===== src/rtl/core/tgc_pkg.sv =====
package tgc_pkg;

  localparam int unsigned POS_W  = 9;
  localparam int unsigned TIME_W = 32;
  localparam int unsigned MS_W   = 16;
  localparam int unsigned THR_W  = 9;
  localparam int unsigned GEST_W = 3;
  localparam int unsigned CFG_ADDR_W = 3;
  localparam int unsigned CFG_DATA_W = 16;

  // in_tdata: pos_x, pos_y, now_ms (lowest bit up), padded to 56 bits
  localparam int unsigned IN_TDATA_W  = 56;
  // out_tdata: gesture, tap_x, tap_y (lowest bit up), padded to 24 bits
  localparam int unsigned OUT_TDATA_W = 24;
  localparam int unsigned OUT_PAY_W   = GEST_W + 2 * POS_W;

  typedef enum logic [GEST_W-1:0] {
    GEST_NONE  = 3'd0,
    GEST_LEFT  = 3'd1,
    GEST_RIGHT = 3'd2,
    GEST_UP    = 3'd3,
    GEST_DOWN  = 3'd4,
    GEST_TAP   = 3'd5,
    GEST_LONG  = 3'd6
  } gesture_t;

  // Register indexes
  localparam logic [CFG_ADDR_W-1:0] CFG_SWIPE_MAX   = 3'd0;
  localparam logic [CFG_ADDR_W-1:0] CFG_LONG_MAX    = 3'd1;
  localparam logic [CFG_ADDR_W-1:0] CFG_HORIZ_THR   = 3'd2;
  localparam logic [CFG_ADDR_W-1:0] CFG_VERT_THR    = 3'd3;
  localparam logic [CFG_ADDR_W-1:0] CFG_TAP_RADIUS  = 3'd4;
  localparam logic [CFG_ADDR_W-1:0] CFG_TAP_DEBOUNCE = 3'd5;

  // Register reset values
  localparam logic [MS_W-1:0]  RST_SWIPE_MAX    = 16'd500;
  localparam logic [MS_W-1:0]  RST_LONG_MAX     = 16'd2000;
  localparam logic [THR_W-1:0] RST_HORIZ_THR    = 9'd30;
  localparam logic [THR_W-1:0] RST_VERT_THR     = 9'd50;
  localparam logic [THR_W-1:0] RST_TAP_RADIUS   = 9'd50;
  localparam logic [MS_W-1:0]  RST_TAP_DEBOUNCE = 16'd100;

  typedef struct packed {
    logic [MS_W-1:0]  swipe_max_ms;
    logic [MS_W-1:0]  long_press_max_ms;
    logic [THR_W-1:0] horiz_threshold;
    logic [THR_W-1:0] vert_threshold;
    logic [THR_W-1:0] tap_radius;
    logic [MS_W-1:0]  tap_debounce_ms;
  } cfg_t;

  typedef struct packed {
    logic              touch_present;
    logic [POS_W-1:0]  pos_x;
    logic [POS_W-1:0]  pos_y;
    logic [TIME_W-1:0] now_ms;
  } sample_t;

  typedef struct packed {
    logic              active;
    logic [POS_W-1:0]  start_px;
    logic [POS_W-1:0]  start_py;
    logic [TIME_W-1:0] start_ms;
    logic [POS_W-1:0]  end_px;
    logic [POS_W-1:0]  end_py;
  } stroke_t;

  typedef struct packed {
    gesture_t         gesture;
    logic [POS_W-1:0] tap_x;
    logic [POS_W-1:0] tap_y;
  } result_t;

endpackage


===== src/rtl/core/tgc_classify.sv =====
module tgc_classify
  import tgc_pkg::*;
(
  input  sample_t           smp,
  input  stroke_t           stk,
  input  logic [TIME_W-1:0] last_tap_ms,
  input  cfg_t              cfg,
  output result_t           res,
  output logic              tap_hit
);

  logic [TIME_W-1:0] dur;
  logic [TIME_W-1:0] since_tap;
  logic [POS_W-1:0]  ax;
  logic [POS_W-1:0]  ay;
  logic              small_move;
  logic              short_win;
  logic              long_win;

  always_comb begin
    dur       = smp.now_ms - stk.start_ms;
    since_tap = smp.now_ms - last_tap_ms;
    ax = (stk.end_px >= stk.start_px) ? stk.end_px - stk.start_px
                                      : stk.start_px - stk.end_px;
    ay = (stk.end_py >= stk.start_py) ? stk.end_py - stk.start_py
                                      : stk.start_py - stk.end_py;
    small_move = (ax < cfg.tap_radius) && (ay < cfg.tap_radius);
    short_win  = dur < {{(TIME_W-MS_W){1'b0}}, cfg.swipe_max_ms};
    long_win   = (dur > {{(TIME_W-MS_W){1'b0}}, cfg.swipe_max_ms}) &&
                 (dur < {{(TIME_W-MS_W){1'b0}}, cfg.long_press_max_ms});
  end

  always_comb begin
    res.gesture = GEST_NONE;
    res.tap_x   = '0;
    res.tap_y   = '0;
    tap_hit     = 1'b0;
    // only a release that closes an open stroke is classified
    if (!smp.touch_present && stk.active) begin
      if (short_win) begin
        if ((ax > ay) && (ax > cfg.horiz_threshold)) begin
          res.gesture = (stk.end_px < stk.start_px) ? GEST_LEFT : GEST_RIGHT;
        end else if ((ay > ax) && (ay > cfg.vert_threshold)) begin
          res.gesture = (stk.end_py < stk.start_py) ? GEST_UP : GEST_DOWN;
        end else if (small_move &&
                     (since_tap >= {{(TIME_W-MS_W){1'b0}}, cfg.tap_debounce_ms})) begin
          res.gesture = GEST_TAP;
          res.tap_x   = stk.end_px;
          res.tap_y   = stk.end_py;
          tap_hit     = 1'b1;
        end
      end else if (long_win && small_move) begin
        res.gesture = GEST_LONG;
      end
    end
  end

endmodule


===== src/rtl/core/tgc_track.sv =====
module tgc_track
  import tgc_pkg::*;
(
  input  logic              clk,
  input  logic              rst_n,
  input  logic              smp_acc,
  input  sample_t           smp,
  input  logic              tap_hit,
  output stroke_t           stk,
  output logic [TIME_W-1:0] last_tap_ms
);

  stroke_t           stroke_r, stroke_nxt;
  logic [TIME_W-1:0] last_tap_r, last_tap_nxt;

  always_comb begin
    stroke_nxt   = stroke_r;
    last_tap_nxt = last_tap_r;
    if (smp_acc) begin
      if (smp.touch_present) begin
        if (!stroke_r.active) begin
          stroke_nxt.active   = 1'b1;
          stroke_nxt.start_px = smp.pos_x;
          stroke_nxt.start_py = smp.pos_y;
          stroke_nxt.start_ms = smp.now_ms;
        end
        stroke_nxt.end_px = smp.pos_x;
        stroke_nxt.end_py = smp.pos_y;
      end else if (stroke_r.active) begin
        stroke_nxt = '0;
        if (tap_hit) begin
          last_tap_nxt = smp.now_ms;
        end
      end
    end
  end

  always_ff @(posedge clk) begin
    if (!rst_n) begin
      stroke_r   <= '0;
      last_tap_r <= '0;
    end else begin
      stroke_r   <= stroke_nxt;
      last_tap_r <= last_tap_nxt;
    end
  end

  assign stk         = stroke_r;
  assign last_tap_ms = last_tap_r;

endmodule


===== src/rtl/core/touch_gesture_classifier.sv =====
// An accepted input item shows on out_tvalid in the next cycle.
// Throughput: one item per cycle while out_tready is high; the single output
//   register frees in the cycle its item is taken, keeping in_tready high.
// Reset (rst_n low, synchronous): no open stroke, stored points and last tap
//   time cleared, registers back to defaults, output register empty.
module touch_gesture_classifier
  import tgc_pkg::*;
(
  input  logic                   clk,
  input  logic                   rst_n,
  // input samples
  input  logic                   in_tvalid,
  output logic                   in_tready,
  input  logic [IN_TDATA_W-1:0]  in_tdata,   // pos_x, pos_y, now_ms, zero pad
  input  logic [0:0]             in_tuser,   // touch_present
  // gesture results
  output logic                   out_tvalid,
  input  logic                   out_tready,
  output logic [OUT_TDATA_W-1:0] out_tdata,  // gesture, tap_x, tap_y, zero pad
  // register writes
  input  logic                   cfg_we,
  input  logic [CFG_ADDR_W-1:0]  cfg_addr,
  input  logic [CFG_DATA_W-1:0]  cfg_wdata
);

  cfg_t              cfg_r;
  sample_t           smp;
  stroke_t           stk;
  logic [TIME_W-1:0] last_tap_ms;
  result_t           res;
  logic              tap_hit;
  logic              in_acc;

  logic              out_valid_r, out_valid_nxt;
  result_t           out_res_r;

  // Unpack the sample; touch flag rides on tuser
  assign smp.touch_present = in_tuser[0];
  assign smp.pos_x  = in_tdata[POS_W-1:0];
  assign smp.pos_y  = in_tdata[2*POS_W-1:POS_W];
  assign smp.now_ms = in_tdata[2*POS_W+TIME_W-1:2*POS_W];

  // Output register doubles as the skid stage: accept whenever it is empty
  // or being drained this cycle.
  assign in_tready = !out_valid_r || out_tready;
  assign in_acc    = in_tvalid && in_tready;

  // Register file; indexes past the list are ignored
  always_ff @(posedge clk) begin
    if (!rst_n) begin
      cfg_r.swipe_max_ms      <= RST_SWIPE_MAX;
      cfg_r.long_press_max_ms <= RST_LONG_MAX;
      cfg_r.horiz_threshold   <= RST_HORIZ_THR;
      cfg_r.vert_threshold    <= RST_VERT_THR;
      cfg_r.tap_radius        <= RST_TAP_RADIUS;
      cfg_r.tap_debounce_ms   <= RST_TAP_DEBOUNCE;
    end else if (cfg_we) begin
      case (cfg_addr)
        CFG_SWIPE_MAX:    cfg_r.swipe_max_ms      <= cfg_wdata;
        CFG_LONG_MAX:     cfg_r.long_press_max_ms <= cfg_wdata;
        CFG_HORIZ_THR:    cfg_r.horiz_threshold   <= cfg_wdata[THR_W-1:0];
        CFG_VERT_THR:     cfg_r.vert_threshold    <= cfg_wdata[THR_W-1:0];
        CFG_TAP_RADIUS:   cfg_r.tap_radius        <= cfg_wdata[THR_W-1:0];
        CFG_TAP_DEBOUNCE: cfg_r.tap_debounce_ms   <= cfg_wdata;
        default: ;
      endcase
    end
  end

  // Stroke bookkeeping: start/end points, start time, last tap time
  tgc_track u_track (
    .clk         (clk),
    .rst_n       (rst_n),
    .smp_acc     (in_acc),
    .smp         (smp),
    .tap_hit     (tap_hit),
    .stk         (stk),
    .last_tap_ms (last_tap_ms)
  );

  // Release-time classification against the current stroke state
  tgc_classify u_classify (
    .smp         (smp),
    .stk         (stk),
    .last_tap_ms (last_tap_ms),
    .cfg         (cfg_r),
    .res         (res),
    .tap_hit     (tap_hit)
  );

  // Result register
  always_comb begin
    out_valid_nxt = out_valid_r;
    if (in_acc) begin
      out_valid_nxt = 1'b1;
    end else if (out_tready) begin
      out_valid_nxt = 1'b0;
    end
  end

  always_ff @(posedge clk) begin
    if (!rst_n) begin
      out_valid_r <= 1'b0;
    end else begin
      out_valid_r <= out_valid_nxt;
    end
  end

  // payload, no reset needed
  always_ff @(posedge clk) begin
    if (in_acc) begin
      out_res_r <= res;
    end
  end

  assign out_tvalid = out_valid_r;
  assign out_tdata  = {{(OUT_TDATA_W-OUT_PAY_W){1'b0}},
                       out_res_r.tap_y, out_res_r.tap_x, out_res_r.gesture};

endmodule


===== config.mk =====
export PLATFORM = sky130hd
export DESIGN_NAME = touch_gesture_classifier
export DESIGN_NICKNAME = d
export VERILOG_FILES = /design/src/rtl/core/tgc_pkg.sv /design/src/rtl/core/tgc_classify.sv /design/src/rtl/core/tgc_track.sv /design/src/rtl/core/touch_gesture_classifier.sv
export SDC_FILE = /design/constraint.sdc
export NUM_CORES = 1
export LEC_CHECK = 0
export BUFFER_PORTS_ARGS = -buffer_cell sky130_fd_sc_hd__buf_2
export CAP_MARGIN = 0
export CORE_MARGIN = 8
export CORE_UTILIZATION = 55
export CTS_CLUSTER_DIAMETER = 150
export DETAILED_ROUTE_END_ITERATION = 6
export PLACE_DENSITY_LB_ADDON = 0.3
export SLEW_MARGIN = 40
export SYNTH_ARGS = -nofsm -noshare
export SYNTH_HDL_FRONTEND = slang
export SYNTH_SLANG_ARGS = --single-unit

===== constraint.sdc =====
create_clock -name clk -period 5.45 [get_ports clk]
set_input_delay 0.545 -clock clk [delete_from_list [all_inputs] [get_ports clk]]
set_output_delay 0.545 -clock clk [all_outputs]
set_load 0.02 [all_outputs]

# Yosys cells after proc, flatten, opt, wreduce, memory -nomap -nowiden
# Index checks and enable logic that the tools add are counted.
dict set report word_totals {
  reg_bits 198
  inputBits 81
  out_inout_bits 26
  wordCells 90
}
dict set report classes {
  addsub 6
  magnitude_cmp 14
  eq_ne 6
  n_mux 19
  bitwise 4
  reduce_logical 24
}
# operator count
set ops {}
lappend ops {{two-way mux 69 bit} 1}
lappend ops {{two-way mux 68 bit} 1}
lappend ops {{< comparator 32 x 16 -> 1 bit} 2}
lappend ops {{subtractor 32 bit} 2}
lappend ops {{two-way mux 50 bit} 1}
lappend ops {{greater-than comparator 9 bit} 4}
lappend ops {{< comparator 9 bit} 4}
lappend ops {{subtractor 9 bit} 4}
lappend ops {{>= comparator 32 x 16 -> 1 bit} 1}
lappend ops {{greater-than comparator 32 x 16 -> 1 bit} 1}
lappend ops {{two-way mux 21 bit} 1}
lappend ops {{>= comparator 9 bit} 2}
lappend ops {{two-way mux 9 bit} 2}
lappend ops {{two-way mux 3 bit} 5}
lappend ops {{AND reduction 2 bit} 7}
lappend ops {{logical AND 1 bit} 8}
lappend ops {{two-way mux 1 bit} 7}
lappend ops {{== test 3 x 2 -> 1 bit, second input constant} 2}
lappend ops {{== test 3 bit, second input constant} 2}
lappend ops {{OR reduction 5 bit} 1}
lappend ops {{NOT 1 bit} 4}
lappend ops {{AND reduction 4 bit} 1}
lappend ops {{nonzero test 2 bit} 2}
lappend ops {{== test 3 x 1 -> 1 bit, second input constant} 1}
lappend ops {{6 further kinds} 7}

# Logic depth before layout (Yosys ltp)
# Gate-level depths: netlist of the first run.
dict set report depth {
  ltp_word 11
  mapped_depth 27
  depth_no_buf 24
}

# Modules after synthesis
# Synthesis of the first run repeated with hierarchy kept, for this count alone.
dict set report hier_totals {
  cells_unflattened 1965
  hier_area_um2 15736.3
}
# module n_inst cells_each area_each_um2 seq_area_each_um2
set by_module_without_submodules {}
lappend by_module_without_submodules {tgc_classify 1 1203 8281.7 0.0}
lappend by_module_without_submodules {tgc_track 1 455 3875.0 2021.9}
lappend by_module_without_submodules {touch_gesture_classifier 1 307 3579.7 2152.1}

# Worst setup path before layout of the first run
# OpenSTA, ideal clock, no wires.
dict set report synth_timing {
  path_type {reg2reg}
  from {reg u_track.stroke_r, in the netlist u_track.stk[4]}
  to {reg u_track.last_tap_r[0], in the netlist u_track.last_tap_ms[0]}
  setup_ps 72
  t_arrival_ps 5017
  t_required_ps 5378
  setup_slack_ps 361
  path_stages_with_launch 25
  path_buffers 3
  synth_period_minus_slack_ps 5089
  cell_sequence {dfxtp_1 > inv_1 > ha_1 > clkbuf_1 > nand4_1 > a21oi_1 > nor4_1 > o21ai_0 > clkbuf_1 > mux2_2 > o21ai_0 > a21boi_0 > xnor2_1 > ha_1 > a21oi_1 > nor2b_1 > o31a_1 > o21a_1 > o22ai_1 > and3b_1 > nor3_1 > nand4_1 > nor4_4 > buf_6 > mux2i_1}
}
dict set report synth_via {
  elab_chain_len 11
  word_cells_on_any_way 18
  classes_between {add/sub: 2; order compare: 5; mux: 6; reduce/logical: 5}
}
# item line
set synth_lines {}
lappend synth_lines {{start: declaration} tgc_track.sv:13} ;# stroke_t stroke_r, stroke_nxt;
lappend synth_lines {{start signal: assignment} tgc_track.sv:43} ;# stroke_r <= stroke_nxt;
lappend synth_lines {{subtractor 9 bit, or another cell as far along} tgc_classify.sv:26} ;# : stk.start_py - stk.end_py;
lappend synth_lines {{two-way mux 9 bit *} tgc_classify.sv:25} ;# ay = (stk.end_py >= stk.start_py) ? stk.end_py - stk.start_py
lappend synth_lines {{< comparator 9 bit} tgc_classify.sv:27} ;# small_move = (ax < cfg.tap_radius) && (ay < cfg.tap_radius);
lappend synth_lines {{logical AND 1 bit} tgc_classify.sv:27}
lappend synth_lines {{logical AND 1 bit} tgc_classify.sv:45} ;# end else if (small_move &&
lappend synth_lines {{two-way mux 1 bit} tgc_classify.sv:45}
lappend synth_lines {{two-way mux 1 bit} tgc_classify.sv:43} ;# end else if ((ay > ax) && (ay > cfg.vert_threshold)) begin
lappend synth_lines {{two-way mux 1 bit *} tgc_classify.sv:41} ;# if ((ax > ay) && (ax > cfg.horiz_threshold)) begin
lappend synth_lines {{two-way mux 1 bit *} tgc_classify.sv:40} ;# if (short_win) begin
lappend synth_lines {{two-way mux 1 bit *} tgc_classify.sv:39} ;# if (!smp.touch_present && stk.active) begin
lappend synth_lines {{AND reduction 4 bit (no source line) *} n/a}
lappend synth_lines {{end signal: assignment} tgc_track.sv:44} ;# last_tap_r <= last_tap_nxt;
lappend synth_lines {{end: declaration} tgc_track.sv:14} ;# logic [TIME_W-1:0] last_tap_r, last_tap_nxt;
# Every way passes the cells marked *; elsewhere a longest branch is shown, timed or not.
# A chain may end at the register's enable or synchronous reset.

# Final worst setup path of the first run
dict set report layout_timing {
  from {reg u_track.stroke_r, in the netlist u_track.stk[4]}
  to {reg u_track.last_tap_r[25], in the netlist u_track.last_tap_ms[25]}
}
# The elaborated chain is that of the path after synthesis.

==> flow_summary.json, run 1 <==
{
  "drive_gt1_share_pct": 10.6,
  "numCtsBuffers": 17,
  "synth_top_cell_area_share_pct": 23.7,
  "ios": 107,
  "outcome": "finished, final reports clean",
  "drtPass1Iterations": 5,
  "final_common_cell": "nand2_1",
  "max_freq_mhz": 194,
  "grt_first_pass_wirelength_um": 64100,
  "p_leak_nw": 6.62,
  "avgSynthCellArea_um2": 7.87,
  "coreArea_mm2": 0.0268,
  "peakVddDrop_mv": 0.193,
  "dr.first_iter.drc_count": 842,
  "yosysSeqAreaShare_pct": 27.9,
  "num_rows": 60,
  "holdBufCountCts": 0,
  "final-setup-viol-count": 0,
  "portBuffers": 97,
  "vias_per_cell": 5.79,
  "crit_type": "reg -> reg",
  "critPathLaunchType": "register",
  "synth_ff_type": "dfxtp_1",
  "dp_slack_ps": -12.9,
  "die_width_um": 181,
  "yosys_warnings": 0,
  "synth_edf_count": 21,
  "via_count": 13400,
  "cts_tree": "yes",
  "slew_headroom_pct": 46.8,
  "dieArea_mm2": 0.0327,
  "post_dp_cell_area_mm2": 0.0158,
  "async_flop_share_pct": 0,
  "setup_ws_ps": 284,
  "antenna_found_initial": 0,
  "cts_max_path_buffers": 2,
  "maxCapViolCount": 0,
  "synth_area_mm2": 0.0149,
  "hold_class": "in -> reg",
  "min_to": "u_track.last_tap_ms[0]",
  "worstMarginPinSlew_ps": 798,
  "maxSlewViolCount": 0,
  "synth_area_leader_cell": "dfxtp_1",
  "routabilityCongestion": 0.908,
  "path_clk_slew_ps": 90,
  "synth_area_leaders": "dfxtp_1 (24%), ha_1 (16%), nand2_1 (8.2%)",
  "insertion_delay_ps": 450,
  "gr-total-overflow": 0,
  "final_cell_mix": "nand2_1 (324), inv_1 (204), ha_1 (187)",
  "cellPowerDensity_mw_per_mm2": 254,
  "dp_hpwl_um": 29900,
  "hold_ws_ps": 358,
  "post_drt_wl_per_cell_um": 17.0,
  "track_usage_pct": 23.5,
  "required_ps": 5830,
  "cp.arrival_ps": 5550,
  "drc_errors": 0,
  "grt_start_max_net_pins": 84,
  "hold_viol": 0,
  "final_antenna_net_count": 0,
  "whs_path_depth": 3,
  "fin_crit_ps": 5170,
  "antenna_cells": 0,
  "end_kind": "register",
  "cts.sink_count": 198,
  "reg2reg_from": "u_track.stk[4]",
  "root_buffer": "clkbuf_16",
  "nNetsFinal": 2240,
  "nFillCells": 2414,
  "final-seq-area_mm2": 0.00418,
  "fin_skew_ps": 19.4,
  "area_growth_syn_to_layout_pct": 10.8,
  "setup-tns-final_ps": 0,
  "fin_area_mm2": 0.0166,
  "multi_input_area_mm2": 0.00970,
  "start_util_pct": 55.7,
  "ys_seq_elements": 198,
  "r2r_setup_slack_ps": 280,
  "fin_crit_sh_pct": 94.8,
  "wl_um": 39500,
  "ys_types": 76,
  "r2r_end": "u_track.last_tap_ms[25]",
  "min_from": "in_tdata[18]",
  "htree_levels": 4,
  "grt_pass1_vias": 13200,
  "worstRegToRegCells": 26,
  "crit_path_max_fanout": 8,
  "synthCells": 1899,
  "die_h_um": 181
}
state kept, by name (all words and copies together) (netlist names):
register,flops
cfg_r,75
u_track.stk,69
u_track.last_tap_ms,32
out_tdata,21
out_tvalid,1
worst max path at each step:
stage,from,cells past startpoint,end
2_1_floorplan,u_track.stk[4],24,u_track.last_tap_ms[0]
3_3_place_gp,u_track.stk[4],28,u_track.last_tap_ms[1]
3_5_place_dp,u_track.stk[4],28,u_track.last_tap_ms[11]
4_1_cts,u_track.stk[4],29,u_track.last_tap_ms[11]
5_1_grt,u_track.stk[4],25,u_track.last_tap_ms[13]
6_report,u_track.stk[4],26,u_track.last_tap_ms[25]
metal layers:
metal  share of wire, %  global-route usage [%]  wire (um)
met5                  0                       0          0
met4                2.4                    7.08        935
met3                4.4                    3.15       1750
met2                 50                    43.2      19700
met1                 43                    28.0      17200
critical path: stages (launching register included):
cell and delay [ps]:
dfxtp_2 350, inv_1 60, ha_1 340, a21o_1 190
a21oi_1 160, nor2_1 80, nor4_2 280, o21ai_2 120
buf_4 180, mux2i_1 240, o221ai_1 190, a41oi_2 220
xnor2_1 240, ha_1 320, nand4_1 130, a21oi_1 60
o31a_1 240, o21a_1 180, o22ai_2 120, and3b_1 220
nor3_2 120, buf_4 140, nand4_1 130, nor4_4 210
buf_4 200, buf_6 180, mux2i_1 190
timing repair:
action	4_1_cts	5_1_grt
cloned	1	2
buffers inserted	1	1
resized for setup	6	18
setup endpoints to repair	32	45
pin swaps	3	5
logic make-up after synthesis:
family,after synthesis,synth area share [%]
muxes,50,3.38
and+or+nand+nor,621,19.1
other,1,0.0251
AOI/OAI and AO/OA,471,21.5
xor gates and xnor gates,63,3.69
buffers and inverters,301,7.79
adders and majority gates,194,16.6
DFF,198,27.9
through the flow:
stage	total power (W)	utilization (%)	instances
5_1_grt	0.00444	61.8	2319
3_5_place_dp	0.00290	58.9	2282
2_1_floorplan	0.00249	-	1901
3_3_place_gp	0.00286	58.9	2282
4_1_cts	0.00419	61.4	2316
6_report	0.00420	61.8	2319
area by class of cell:
class | instances | share of cell area (%)
multi-input combinational | 1402 | 58.6
sequential | 198 | 25.2
timing repair buffer | 141 | 5.35
inverter | 205 | 4.65
clock buffer | 18 | 2.65
tap | 341 | 2.58
clock inverter | 14 | 0.960
cell usage after synthesis, types with 5 or more instances:
library cell  instances
a211oi_1             13
a21boi_0            125
a21o_1               36
a21oi_1             104
a31oi_1               6
and2_1                5
and3_1               13
clkbuf_1             89
dfxtp_1             177
edfxtp_1             21
fa_1                  6
ha_1                188
inv_1               205
mux2i_1              46
nand2_1             325
nand2b_1             15
nand3_1              96
nand4_1              28
nor2_1               57
nor2b_1              16
nor3_1               16
nor4_1               17
o2111a_1              5
o2111ai_1             7
o211ai_1             39
o21a_1               26
o21ai_0              50
o21bai_1             12
o22ai_1               6
o31ai_1               5
or3_1                 5
xnor2_1              43
xor2_1               20
where the power goes:
group | internal [W] | total (W) | leakage [nW] | switching, W
combinational | 0.000577 | 0.00138 | 4.69 | 0.000802
clock | 0.000631 | 0.00129 | 0.289 | 0.000662
sequential | 0.00151 | 0.00153 | 1.64 | 0.0000203
total | 0.00272 | 0.00420 | 6.62 | 0.00148
Power figures use the tool's default switching activity.
==> run 2, diff against run 1 <==
--- a/config.mk
+++ b/config.mk
@@ -5,10 +5,12 @@
 export SDC_FILE = /design/constraint.sdc
 export NUM_CORES = 1
 export LEC_CHECK = 0
-export BUFFER_PORTS_ARGS = -buffer_cell sky130_fd_sc_hd__buf_2
+export BUFFER_PORTS_ARGS = -buffer_cell sky130_fd_sc_hd__buf_4
 export CAP_MARGIN = 0
+export CELL_PAD_IN_SITES_DETAIL_PLACEMENT = 2
+export CELL_PAD_IN_SITES_GLOBAL_PLACEMENT = 2
 export CORE_MARGIN = 8
-export CORE_UTILIZATION = 55
+export CORE_UTILIZATION = 33
 export CTS_CLUSTER_DIAMETER = 150
 export DETAILED_ROUTE_END_ITERATION = 6
 export PLACE_DENSITY_LB_ADDON = 0.3
==> flow_summary.json, run 2 (same netlist as run 1, synthesis figures left out) <==
{
  "outcome": "finished, final reports clean",
  "final-setup-viol-count": 0,
  "path_clk_slew_ps": 80,
  "drive_gt1_share_pct": 13.1,
  "crit_type": "reg -> reg",
  "area_growth_syn_to_layout_pct": 17.5,
  "vias_per_cell": 5.38,
  "power_w": 0.00454,
  "maxSlewViolCount": 0,
  "p_leak_nw": 6.83,
  "max_freq_mhz": 190,
  "drc_errors": 0,
  "fin_crit_sh_pct": 96.8,
  "p_int_w": 0.00288,
  "num_rows": 78,
  "slowest_delay_ps": 360,
  "drtPass1Iterations": 4,
  "largest_reg_flops": 75,
  "numCtsBuffers": 17,
  "multi_input_area_mm2": 0.00994,
  "root_buffer": "clkbuf_16",
  "required_ps": 5880,
  "final_common_cell": "nand2_1",
  "cts_tree": "yes",
  "insertion_delay_ps": 510,
  "fin_skew_ps": 11.6,
  "largest_register": "cfg_r",
  "grt_first_pass_wirelength_um": 83400,
  "final_cell_mix": "nand2_1 (324), inv_1 (201), ha_1 (181)",
  "antenna_found_initial": 0,
  "portBuffers": 97,
  "cp_common_cell": "buf_6",
  "ios": 107,
  "coreArea_mm2": 0.0450,
  "switchingPower_w": 0.00166,
  "final-seq-area_mm2": 0.00419,
  "seqPwrFrac_pct": 33.7,
  "slew_headroom_pct": 42.8,
  "start_util_pct": 33.2,
  "final_antenna_net_count": 0,
  "die_h_um": 229,
  "hold_viol": 0,
  "worstMarginPinSlew_ps": 857,
  "post_drt_wl_per_cell_um": 20.6,
  "crit_path_max_fanout": 8,
  "cellPowerDensity_mw_per_mm2": 259,
  "peakVddDrop_mv": 0.217,
  "fin_cells": 2594,
  "clock_power_share_pct": 30.0,
  "p_sw_share_pct": 36.5,
  "fin_crit_ps": 5280,
  "cts_max_path_buffers": 2,
  "dieArea_mm2": 0.0523,
  "antenna_cells": 0,
  "combPwrFrac_pct": 36.3,
  "dpl.cell_count": 2544,
  "hold_class": "in -> reg",
  "cp.arrival_ps": 5700,
  "end_kind": "register",
  "wl_um": 53400,
  "grt_start_max_net_pins": 147,
  "nNetsFinal": 2256,
  "slowest_stage": "dfxtp_2",
  "cts.sink_count": 198,
  "critPathLaunchType": "register",
  "nFillCells": 5124,
  "grt_pass1_vias": 15700,
  "maxCapViolCount": 0,
  "routabilityCongestion": 0.861,
  "gr-total-overflow": 0,
  "track_usage_pct": 19.9,
  "htree_levels": 4,
  "via_count": 14000,
  "dp_hpwl_um": 40300,
  "dr.first_iter.drc_count": 452,
  "die_width_um": 229
}
run 2: worst max-delay path, delay by kind of cell, from the launching register on:
kind,cells,cell delay [ps]
adders and majority gates,2,510
xor gates and xnor gates,1,170
buffers and inverters,7,1080
and+or+nand+nor,9,1240
DFF,1,360
AOI/OAI and AO/OA,8,1360
muxes,2,440
run 2: repair_timing:
item / CTS / global route
cloned: 2 / 1
hold buffers: 0 / 0
pin swaps: 10 / 22
buffers inserted: 8 / 6
resized for setup: 26 / 55
setup endpoints to repair: 53 / 43
run 2: path summary, 6_finish.rpt:
path / startpoint / endpoint / slack, ps / cells past startpoint
worst max-delay path: u_track.stk[5] / u_track.last_tap_ms[24] / 170 / 29
worst min-delay path: in_tvalid / out_tvalid / 310 / 3
worst max register to register: u_track.stk[5] / u_track.last_tap_ms[24] / 170 / 29
worst min register to register: u_track.last_tap_ms[13] / u_track.last_tap_ms[13] / 460 / 2
run 2: cell type report:
| type | count | area share, % |
|---|---|---|
| multi-input combinational | 1402 | 56.6 |
| sequential | 198 | 23.9 |
| clock inverter | 15 | 0.956 |
| clock buffer | 17 | 2.42 |
| tap | 600 | 4.28 |
| timing repair buffer | 157 | 7.47 |
| inverter | 205 | 4.39 |
run 2: per-stage QoR:
step / worst slack [ps] / setup TNS, ps / cell area (um2) / util [%] / hold WS (ps)
final: 174 / 0 / 17500 / 39.0 / 307
after detailed placement: -425 / -14910 / 16400 / 36.5 / 456
after floorplan: 361 / 0 / 14900 / - / 435
after global placement: -34.7 / -786 / 16400 / 36.4 / 441
after global routing: -120 / -2410 / 17500 / 39.0 / 304
after CTS: 11.9 / 0 / 17200 / 38.2 / 266
run 2: power groups by stage:
stage	logic [W]	registers, W	clock network (W)
after global routing	0.00180	0.00154	0.00147
after CTS	0.00154	0.00153	0.00141
final	0.00165	0.00153	0.00136
after detailed placement	0.00147	0.00157	0
after global placement	0.00138	0.00156	0
after floorplan	0.000919	0.00157	0
run 2: layer usage:
layer,global-route usage (%),part of all wire [%],vias up
met5,0,0,-
met4,8.26,3.2,0
met3,3.16,2.8,95
met2,36.8,52,184
met1,22.3,42,6944
li1,-,-,6731
==> run 3, diff against run 2 <==
--- a/config.mk
+++ b/config.mk
@@ -13,7 +13,8 @@
 export CORE_UTILIZATION = 33
 export CTS_CLUSTER_DIAMETER = 150
 export DETAILED_ROUTE_END_ITERATION = 6
-export PLACE_DENSITY_LB_ADDON = 0.3
+export MAX_ROUTING_LAYER = met4
+export PLACE_DENSITY = 0.85
 export SLEW_MARGIN = 40
 export SYNTH_ARGS = -nofsm -noshare
 export SYNTH_HDL_FRONTEND = slang
==> flow_summary.json, run 3 (same netlist as run 1, synthesis figures left out) <==
{
  "area_growth_syn_to_layout_pct": 18.6,
  "r2r_setup_slack_ps": -0.1,
  "dp_hpwl_um": 40600,
  "endpoint": "u_track.last_tap_ms[0]",
  "num_rows": 78,
  "rsz0062_at_grt": "yes",
  "htree_levels": 4,
  "max_freq_mhz": 183,
  "crit_type": "reg -> reg",
  "largest_register": "cfg_r",
  "slowest_stage": "dfxtp_2",
  "root_buffer": "clkbuf_16",
  "clock_power_share_pct": 31.0,
  "routabilityCongestion": 0.877,
  "worstMarginPinSlew_ps": 829,
  "violations": "setup timing",
  "largest_reg_flops": 75,
  "track_usage_pct": 20.6,
  "cts.sink_count": 198,
  "portBuffers": 97,
  "die_h_um": 229,
  "die_width_um": 229,
  "hold_class": "in -> reg",
  "seqPwrFrac_pct": 33.0,
  "grt_start_max_net_pins": 86,
  "setup-tns-final_ps": -0.104,
  "crit_path_start": "u_track.stk[4]",
  "insertion_delay_ps": 510,
  "drc_errors": 0,
  "worstRegToRegCells": 27,
  "r2r_end": "u_track.last_tap_ms[0]",
  "end_kind": "register",
  "drive_gt1_share_pct": 13.9,
  "cts_max_path_buffers": 2,
  "drtPass1Iterations": 6,
  "final_common_cell": "nand2_1",
  "start_util_pct": 33.2,
  "final_cell_mix": "nand2_1 (324), inv_1 (199), ha_1 (176)",
  "wl_um": 54400,
  "hold_viol": 0,
  "p_leak_nw": 6.89,
  "slowest_delay_ps": 340,
  "fin_crit_sh_pct": 100,
  "p_int_w": 0.00300,
  "slew_headroom_pct": 44.8,
  "combPwrFrac_pct": 36.0,
  "post_drt_wl_per_cell_um": 20.8,
  "grt_first_pass_wirelength_um": 84200,
  "crit_path_max_fanout": 8,
  "critPathLaunchType": "register",
  "switchingPower_w": 0.00164,
  "fin_crit_ps": 5450,
  "ios": 107,
  "p_sw_share_pct": 35.3,
  "via_count": 14100,
  "setup_ws_ps": -0.104,
  "cellPowerDensity_mw_per_mm2": 262,
  "reg2reg_from": "u_track.stk[4]",
  "nNetsFinal": 2268,
  "final_antenna_net_count": 0,
  "maxSlewViolCount": 0,
  "cp_common_cell": "buf_6",
  "gr-total-overflow": 0,
  "required_ps": 5880,
  "fin_skew_ps": 15.3,
  "nFillCells": 5012,
  "antenna_found_initial": 4,
  "cts_tree": "yes",
  "peakVddDrop_mv": 0.165,
  "grt_pass1_vias": 15800,
  "coreArea_mm2": 0.0450,
  "final-setup-viol-count": 1,
  "path_clk_slew_ps": 80,
  "holdBufCountCts": 0,
  "power_w": 0.00464,
  "numCtsBuffers": 17,
  "vias_per_cell": 5.41,
  "maxCapViolCount": 0,
  "dr.first_iter.drc_count": 533,
  "cp.arrival_ps": 5880,
  "outcome": "finished, violations left",
  "dieArea_mm2": 0.0523
}
run 3: cell types whose count changed in the layout (fill, tap and decap cells not counted), moves of 4 or more:
cell     before  now
ha_4          6   12
xnor2_2       5    1
mux2i_4       1    5
ha_1        181  176
buf_4       144  156
diode_2       0    4
xnor2_1      37   41
mux2i_2       7    0
run 3: area by class of cell:
cell class                 count  area [um2]  share of cell area, %
multi-input combinational   1402        9980                   56.3
sequential                   198        4190                   23.6
timing repair buffer         169        1380                   7.79
inverter                     205         769                   4.34
tap                          600         751                   4.24
clock buffer                  19         443                   2.50
clock inverter                13         193                   1.09
antenna                        4        10.0                 0.0565
run 3: worst min-delay path by stage:
stage	from	to	slack [ps]	cells after the start
2_1_floorplan	u_track.last_tap_ms[10]	u_track.last_tap_ms[10]	430	2
3_3_place_gp	u_track.last_tap_ms[6]	u_track.last_tap_ms[6]	440	2
3_5_place_dp	u_track.last_tap_ms[19]	u_track.last_tap_ms[19]	450	2
4_1_cts	in_tdata[49]	u_track.last_tap_ms[31]	280	3
5_1_grt	in_tvalid	out_tvalid	310	3
6_report	in_tdata[49]	u_track.last_tap_ms[31]	310	3
run 3: timing repair:
| item | CTS | global route |
|---|---|---|
| pin swaps | 13 | 28 |
| gates resized for setup | 25 | 64 |
| setup endpoints to repair | 52 | 52 |
| cloned | 2 | 1 |
| setup buffers | 9 | 14 |
run 3: power groups by stage:
| stage | Sequential [W] | Clock [W] | Combinational [W] |
|---|---|---|---|
| after global placement | 0.00156 | 0 | 0.00140 |
| after detailed placement | 0.00157 | 0 | 0.00150 |
| after CTS | 0.00153 | 0.00148 | 0.00156 |
| after floorplan | 0.00157 | 0 | 0.000919 |
| after global routing | 0.00154 | 0.00153 | 0.00182 |
| final | 0.00153 | 0.00144 | 0.00167 |
run 3: per-stage QoR:
stage          setup slack [ps]  util (%)  hold WS (ps)  area (um2)  std cells
3_5_place_dp               -326      36.5           454       16400       2548
2_1_floorplan               361         -           435       14900       1901
3_3_place_gp               1.66      36.5           442       16400       2548
4_1_cts                   -2.67      38.4           277       17300       2591
6_report                 -0.104      39.4           311       17700       2610
5_1_grt                    -287      39.4           306       17700       2610
run 3: critical path: cells and delay by family, from the launching register on:
family / cells / cell delay [ps]
AOI/OAI and AO/OA: 8 / 1620
and+or+nand+nor: 7 / 1170
buffers and inverters: 7 / 1030
adders and majority gates: 2 / 530
muxes: 2 / 460
DFF: 1 / 340
xor gates and xnor gates: 1 / 200
run 3: layer usage:
layer	vias up	wire length, um	GRT usage (%)
li1	6761	-	-
met1	7087	22800	22.2
met2	176	28700	37.2
met3	104	1100	3.29
met4	0	1840	8.88
met5	-	0	-
